File: config.mk
export PLATFORM = sky130hd
export DESIGN_NAME = rbm_find_edge
export DESIGN_NICKNAME = d
export VERILOG_FILES = /design/src/assert_macros.svh /design/src/rbm_pkg.sv /design/src/rbm_find_edge.sv
export SDC_FILE = /design/constraint.sdc
export NUM_CORES = 1
export LEC_CHECK = 0
export ABC_AREA = 1
export BUFFER_PORTS_ARGS = -buffer_cell sky130_fd_sc_hd__buf_4
export CAP_MARGIN = 20
export CORE_ASPECT_RATIO = 2
export CORE_MARGIN = 5
export CORE_UTILIZATION = 54
export DETAILED_ROUTE_END_ITERATION = 16
export PLACE_DENSITY = 0.85
export SYNTH_ARGS = -nofsm -noshare
export SYNTH_HDL_FRONTEND = slang
export SYNTH_SLANG_ARGS = --single-unit
File: constraint.sdc
create_clock -name vclk -period 7.54
set_input_delay 1.508 -clock vclk [all_inputs]
set_output_delay 1.508 -clock vclk [all_outputs]
set_load 0.03 [all_outputs]
File: src/assert_macros.svh
// ----------------------------------------------------------------------------
// Assertion macros
// Concurrent assertion wrappers, clocked on clk. Empty for synthesis.
// ----------------------------------------------------------------------------
`ifndef ASSERT_MACROS_SVH
`define ASSERT_MACROS_SVH

`ifndef SYNTHESIS
// checked outside reset
`define RBM_ASSERT(label, prop, msg) \
  label: assert property (@(posedge clk) disable iff (rst) prop) else $error(msg);
// checked in every cycle, reset included
`define RBM_ASSERT_ALWAYS(label, prop, msg) \
  label: assert property (@(posedge clk) prop) else $error(msg);
`else
`define RBM_ASSERT(label, prop, msg)
`define RBM_ASSERT_ALWAYS(label, prop, msg)
`endif

`endif

File: src/rbm_pkg.sv
// ----------------------------------------------------------------------------
// rbm_pkg
// Shared types and constants for the record bitmap and missing-run reporter.
// ----------------------------------------------------------------------------
package rbm_pkg;

  localparam int MAX_RECORDS = 65536;
  localparam int MAX_RUNS    = 32;

  localparam int REC_W   = 16;
  localparam int WORD_W  = 64;
  localparam int WORD_SH = $clog2(WORD_W);
  localparam int POS_W   = WORD_SH + 1;
  localparam int WORDS   = MAX_RECORDS / WORD_W;
  localparam int ADDR_W  = $clog2(WORDS);
  localparam int CNT_W   = $clog2(MAX_RUNS + 1);
  localparam int RUN_IW  = (MAX_RUNS > 1) ? $clog2(MAX_RUNS) : 1;

  localparam logic [WORD_W-1:0] WORD_ONES = {WORD_W{1'b1}};

  localparam logic [1:0] CMD_CLEAR  = 2'd0;
  localparam logic [1:0] CMD_MARK   = 2'd1;
  localparam logic [1:0] CMD_REPORT = 2'd2;

  typedef struct packed {
    logic [1:0]       command;
    logic [REC_W-1:0] range_first;
    logic [REC_W-1:0] range_last;
  } rbm_item_t;

  typedef struct packed {
    logic [REC_W-1:0] run_first;
    logic [REC_W-1:0] run_last;
    logic             none_missing;
    logic             last_of_run;
    logic             truncated;
    logic             transfer_complete;
  } rbm_result_t;

  typedef struct packed {
    logic [REC_W-1:0] first;
    logic [REC_W-1:0] last;
  } rbm_run_t;

  typedef struct packed {
    logic              wr_en;
    logic [ADDR_W-1:0] wr_addr;
    logic [WORD_W-1:0] wr_data;
    logic              rd_en;
    logic [ADDR_W-1:0] rd_addr;
  } rbm_ram_req_t;

  typedef struct packed {
    logic [WORD_W-1:0]  word;
    logic               in_run;
    logic [POS_W-1:0]   pos;
    logic [WORD_SH-1:0] hb;
  } rbm_find_req_t;

  typedef struct packed {
    logic               found;
    logic [WORD_SH-1:0] idx;
  } rbm_find_rsp_t;

endpackage

File: src/rbm_find_edge.sv
// ----------------------------------------------------------------------------
// rbm_find_edge
// Finds the lowest bit at or above pos, up to hb, where the map word leaves
// the current run state (next 0 outside a run, next 1 inside one).
// ----------------------------------------------------------------------------
module rbm_find_edge (
  input  rbm_pkg::rbm_find_req_t req,
  output rbm_pkg::rbm_find_rsp_t rsp
);
  import rbm_pkg::*;

  logic [WORD_W-1:0] target;
  logic [WORD_W-1:0] lo_mask;
  logic [WORD_W-1:0] hi_mask;
  logic [WORD_W-1:0] hits;

  always_comb begin
    target  = req.in_run ? req.word : ~req.word;
    lo_mask = req.pos[POS_W-1] ? '0 : (WORD_ONES << req.pos[WORD_SH-1:0]);
    hi_mask = WORD_ONES >> (WORD_SH'(WORD_W - 1) - req.hb);
    hits    = target & lo_mask & hi_mask;
  end

  always_comb begin
    rsp.found = |hits;
    rsp.idx   = '0;
    // scan downward so the lowest hit wins
    for (int i = WORD_W - 1; i >= 0; i--) begin
      if (hits[i]) begin
        rsp.idx = WORD_SH'(i);
      end
    end
  end

endmodule
==> results.py, run 1 <==
metrics = {
    "min_path": {
        "hp-class": "in -> out",
        "min_from": "req[15]",
        "min_to": "rsp[0]",
        "min_path_cells": 5,
    },
    "die": {
        "die_y_um": 108,
        "pin_count": 85,
        "dieArea_sq_um": 6340,
        "die_w_um": 58.9,
        "start_util": 0.556,
        "rows": 35,
        "core_sq_um": 4640,
    },
    "timing": {
        "period_share": 0.975,
        "hold_violations": 0,
        "rsz0062_at_grt": "yes",
        "whs_ns": 3.50,
        "max_slew.worst_pin.slew_ns": 0.606,
        "setup_viol": 0,
        "max_clock_freq_mhz": 136,
        "drv_slew": 0,
        "relSlewSlack": 0.593,
        "final.min_clock_period_ns": 7.35,
    },
    "place": {
        "place_congestion": 1.20,
        "port-buffer-count": 85,
        "dp_hpwl_mm": 10.0,
        "placed_cell_area_sq_um": 3290,
    },
    "cells_and_area": {
        "fin_nets": 677,
        "fill_cells": 455,
        "final-seq-area_sq_um": 0,
        "syn2layout_area_growth_pct": 31.8,
        "fin_area_sq_um": 3400,
        "diodes": 0,
        "drive_gt1_frac": 0.209,
        "seq_cell_count": 0,
        "clkbuf_count": 0,
        "fin_util": 0.732,
    },
    "detailed_routing": {
        "drc": 0,
        "drt_iter0_drc": 368,
        "drt_wl_total_mm": 12.3,
        "wl_per_cell_um": 18.9,
        "dr.pass1.iters": 7,
        "ant_nets": 0,
        "viasPerCell": 6.10,
        "via_count": 3980,
    },
    "logic_synthesis": {
        "netlist_area_sq_um": 2580,
        "synth.avg_cell_area_sq_um": 5.03,
        "synth.distinct_cells": 38,
        "syn_inst": 513,
        "ys_warn_count": 0,
        "yosysSeqAreaShare": 0,
        "syn_nets": 591,
    },
    "global_route": {
        "grt_pass1_wl_mm": 18.6,
        "grt_antenna_before_repair": 0,
        "grt_max_degree": 26,
        "grt_pass1_vias": 3895,
        "globalRouteTotalUtil": 0.383,
        "grt_overflow": 0,
    },
    "power_and_ir_drop": {
        "leakagePower_nw": 1.75,
        "ir_worst_vdd_v": 0.0000787,
        "p_per_area_nw_per_um2": 78.5,
    },
    "clocking": {
        "hold_buffers": 0,
    },
    "worst_setup_path": {
        "critPathSlowestCell": "nand2_1",
        "crit_required_ns": 6.03,
        "worst_setup_path_start_kind": "primary input",
        "crit_path_end_kind": "primary output",
        "crit_fanout": 7,
        "slowest_delay_ns": 0.18,
        "crit_arrival_ns": 5.85,
        "crit_type": "in -> out",
        "cp_common_cell": "nand2_1",
    },
    "job": {
        "cap_violations": 0,
    },
    "run_status": {
        "status": "completed",
    },
}
[power breakdown]
group	switching, mW	internal, mW
Sequential	0	0
Clock	0	0
Combinational	0.164	0.103
[how the worst max path moves through the flow]
| stage | to | from | cells past startpoint |
|---|---|---|---|
| global route | rsp[0] | req[5] | 69 |
| global placement | rsp[0] | req[2] | 64 |
| CTS | rsp[0] | req[9] | 68 |
| detailed placement | rsp[0] | req[9] | 68 |
| finish | rsp[0] | req[10] | 67 |
| floorplan | rsp[0] | req[4] | 67 |
[layer usage]
metal | global-route usage | wire length, um | vias up
met4 | 0.248 | 1140 | 0
met3 | 0.0384 | 1060 | 101
li1 | - | - | 1863
met2 | 0.689 | 6250 | 312
met5 | 0 | 0 | -
met1 | 0.401 | 3900 | 1704
[cell usage after synthesis, drive strengths merged]
| cell | instances | area share |
|---|---|---|
| xor2 | 12 | 0.041 |
| and2 | 1 | 0.0024 |
| nand3 | 13 | 0.027 |
| o211ai | 11 | 0.032 |
| xnor2 | 32 | 0.11 |
| buf | 9 | 0.022 |
| nor3b | 1 | 0.0029 |
| nor4 | 7 | 0.017 |
| nor3 | 10 | 0.019 |
| a2111o | 2 | 0.0087 |
| a21oi | 30 | 0.060 |
| o221ai | 2 | 0.0068 |
| o21a | 5 | 0.015 |
| nand4 | 5 | 0.015 |
| inv | 70 | 0.10 |
| clkbuf | 7 | 0.010 |
| nor2 | 87 | 0.13 |
| o21bai | 1 | 0.0029 |
| o21ai | 33 | 0.064 |
| a221oi | 1 | 0.0034 |
| o31ai | 2 | 0.0058 |
| a31oi | 6 | 0.015 |
| clkinv | 3 | 0.0044 |
| nand3b | 1 | 0.0029 |
| nand2 | 140 | 0.21 |
| o2111ai | 18 | 0.061 |
| a211oi | 4 | 0.012 |
[critical path, delay by kind of cell]
family | cells | cell delay [ns]
buffers and inverters | 2 | 0.31
and+or+nand+nor | 64 | 3.90
AOI/OAI and AO/OA | 1 | 0.15
[layout by cell type, fill, tap and decap left out, types with 9 or more instances in the layout]
master	instances
inv_1	65
nor2_1	79
xnor2_1	32
nand3_1	11
o2111ai_1	18
o21ai_0	31
a21oi_1	29
o211ai_1	11
xor2_1	12
nor3_1	9
buf_4	97
nand2_1	134
[area by class of cell]
| type | instances | area, sq um | area share |
|---|---|---|---|
| Inverter | 73 | 279 | 0.0821 |
| Multi-Input combinational cell | 424 | 2290 | 0.674 |
| Timing Repair Buffer | 100 | 762 | 0.224 |
| Tap cell | 55 | 68.8 | 0.0202 |
[stage by stage]
step / power, mW / cells / worst slack (ns) / TNS [ns]
floorplan: 0.157 / 513 / 0.884 / 0
global placement: 0.247 / 649 / 0.320 / 0
detailed placement: 0.250 / 649 / 0.285 / 0
CTS: 0.251 / 649 / 0.276 / 0
global route: 0.288 / 652 / -0.339 / -0.339
finish: 0.267 / 652 / 0.187 / 0
[repair_timing]
item	4_1_cts	5_1_grt
hold endpoints to repair	0	0
setup buffers	0	3
setup endpoints to repair	0	1
gates resized for setup	0	23
[cell families (layout without fill, tap and decap cells)]
| group | Yosys count | after routing | share of synthesized area |
|---|---|---|---|
| buf+inv | 89 | 173 | 0.139 |
| simple gates | 265 | 265 | 0.426 |
| xor+xnor | 44 | 44 | 0.149 |
| compound gates | 115 | 115 | 0.285 |
Note: power is estimated with default switching activity, not from simulation.
==> inputs of run 2 (changes only) <==
- CORE_ASPECT_RATIO: 2 -> 1.1
==> results.py, run 2 (synthesis results as in run 1) <==
metrics = {
    "timing": {
        "period_share": 0.957,
        "relSlewSlack": 0.569,
        "max_slew.worst_pin.slew_ns": 0.645,
        "hold_violations": 0,
        "final.min_clock_period_ns": 7.21,
        "max_clock_freq_mhz": 139,
        "setup_viol": 0,
        "drv_slew": 0,
        "rsz0062_at_grt": "yes",
    },
    "die": {
        "die_w_um": 75.9,
        "start_util": 0.554,
        "rows": 26,
        "core_sq_um": 4650,
        "dieArea_sq_um": 6260,
        "pin_count": 85,
        "die_y_um": 82.5,
    },
    "place": {
        "dp_hpwl_mm": 9.42,
        "port-buffer-count": 85,
        "place_inst": 655,
        "placed_cell_area_sq_um": 3330,
        "place_congestion": 1.10,
    },
    "detailed_routing": {
        "drt_iter0_drc": 477,
        "via_count": 4084,
        "drt_wl_total_mm": 11.9,
        "wl_per_cell_um": 17.8,
        "dr.pass1.iters": 6,
        "drc": 0,
        "viasPerCell": 6.10,
        "ant_nets": 0,
    },
    "power_and_ir_drop": {
        "p_per_area_nw_per_um2": 76.5,
        "ir_worst_vdd_v": 0.000100,
        "pwr-share-clk": 0,
        "p_sw_uw": 164,
        "pwr-share-seq": 0,
        "swShare": 0.596,
        "p_int_uw": 111,
        "comb_power_share": 1.000,
        "leakagePower_nw": 1.84,
    },
    "min_path": {
        "hp-class": "in -> out",
    },
    "global_route": {
        "grt_overflow": 0,
        "grt_max_degree": 29,
        "grt_pass1_vias": 3679,
        "grt_pass1_wl_mm": 17.7,
        "grt_antenna_before_repair": 0,
        "globalRouteTotalUtil": 0.368,
    },
    "cells_and_area": {
        "fin_util": 0.772,
        "fill_cells": 408,
        "fin_nets": 694,
        "layout_commonest_cell": "nand2_1",
        "clkbuf_count": 0,
        "fin_area_sq_um": 3590,
        "syn2layout_area_growth_pct": 39.3,
        "final-seq-area_sq_um": 0,
        "finalNonFillerCells": 670,
        "drive_gt1_frac": 0.243,
        "diodes": 0,
        "most-common-layout-cells": "nand2_1, buf_4, nor2_1",
        "seq_cell_count": 0,
    },
    "worst_setup_path": {
        "crit_fanout": 4,
        "crit_path_end_kind": "primary output",
        "crit_required_ns": 6.03,
        "worst_setup_path_start_kind": "primary input",
        "slowest_delay_ns": 0.15,
        "cp_common_cell": "nand2_1",
        "crit_arrival_ns": 5.70,
        "crit_type": "in -> out",
        "critPathSlowestCell": "a21oi_2",
    },
    "run_status": {
        "status": "completed",
    },
    "job": {
        "cap_violations": 0,
    },
}
## run 2: cell type report
type                       instances  area [sq um]  area share
inverter                          73           287      0.0798
multi-input combinational        424          2310       0.643
tap                               56          70.1      0.0195
timing repair buffer             117           925       0.257
## run 2: worst paths after layout
check / start / to / slack, ns / depth (start not counted)
max: req[5] / rsp[0] / 0.33 / 66
min: req[15] / rsp[0] / 3.49 / 5
## run 2: power by group through the flow
stage	registers, mW	clock network (mW)	logic (mW)
after floorplan	0	0	0.157
after global placement	0	0	0.246
after detailed placement	0	0	0.250
after CTS	0	0	0.251
after global routing	0	0	0.296
final	0	0	0.275
## run 2: metrics by stage
stage	setup TNS (ns)	hold slack (ns)	power [mW]	worst slack, ns
finish	0	3.49	0.275	0.327
global route	-0.159	3.52	0.296	-0.159
CTS	0	3.52	0.251	0.320
detailed placement	0	3.53	0.250	0.333
global placement	0	3.52	0.246	0.401
floorplan	0	3.32	0.157	0.884
## run 2: critical path, delay by kind of cell
kind	cells	cell delay, ns
buf+inv	5	0.57
compound gates	4	0.47
simple gates	57	3.20
## run 2: per-layer routing
metal  GRT usage  up-vias  wire length, um
met4       0.208        0              801
met1       0.437     1753             4190
met5           0        -                0
met2       0.622      353             5440
li1            -     1901                -
met3      0.0508       77             1490
## run 2: timing repair
action                                  CTS  global route
endpoints found under the setup margin    0             1
endpoints found under the hold margin     0             0
gates resized for setup                   0            41
hold buffers                              0             0
buffers inserted                          0            15
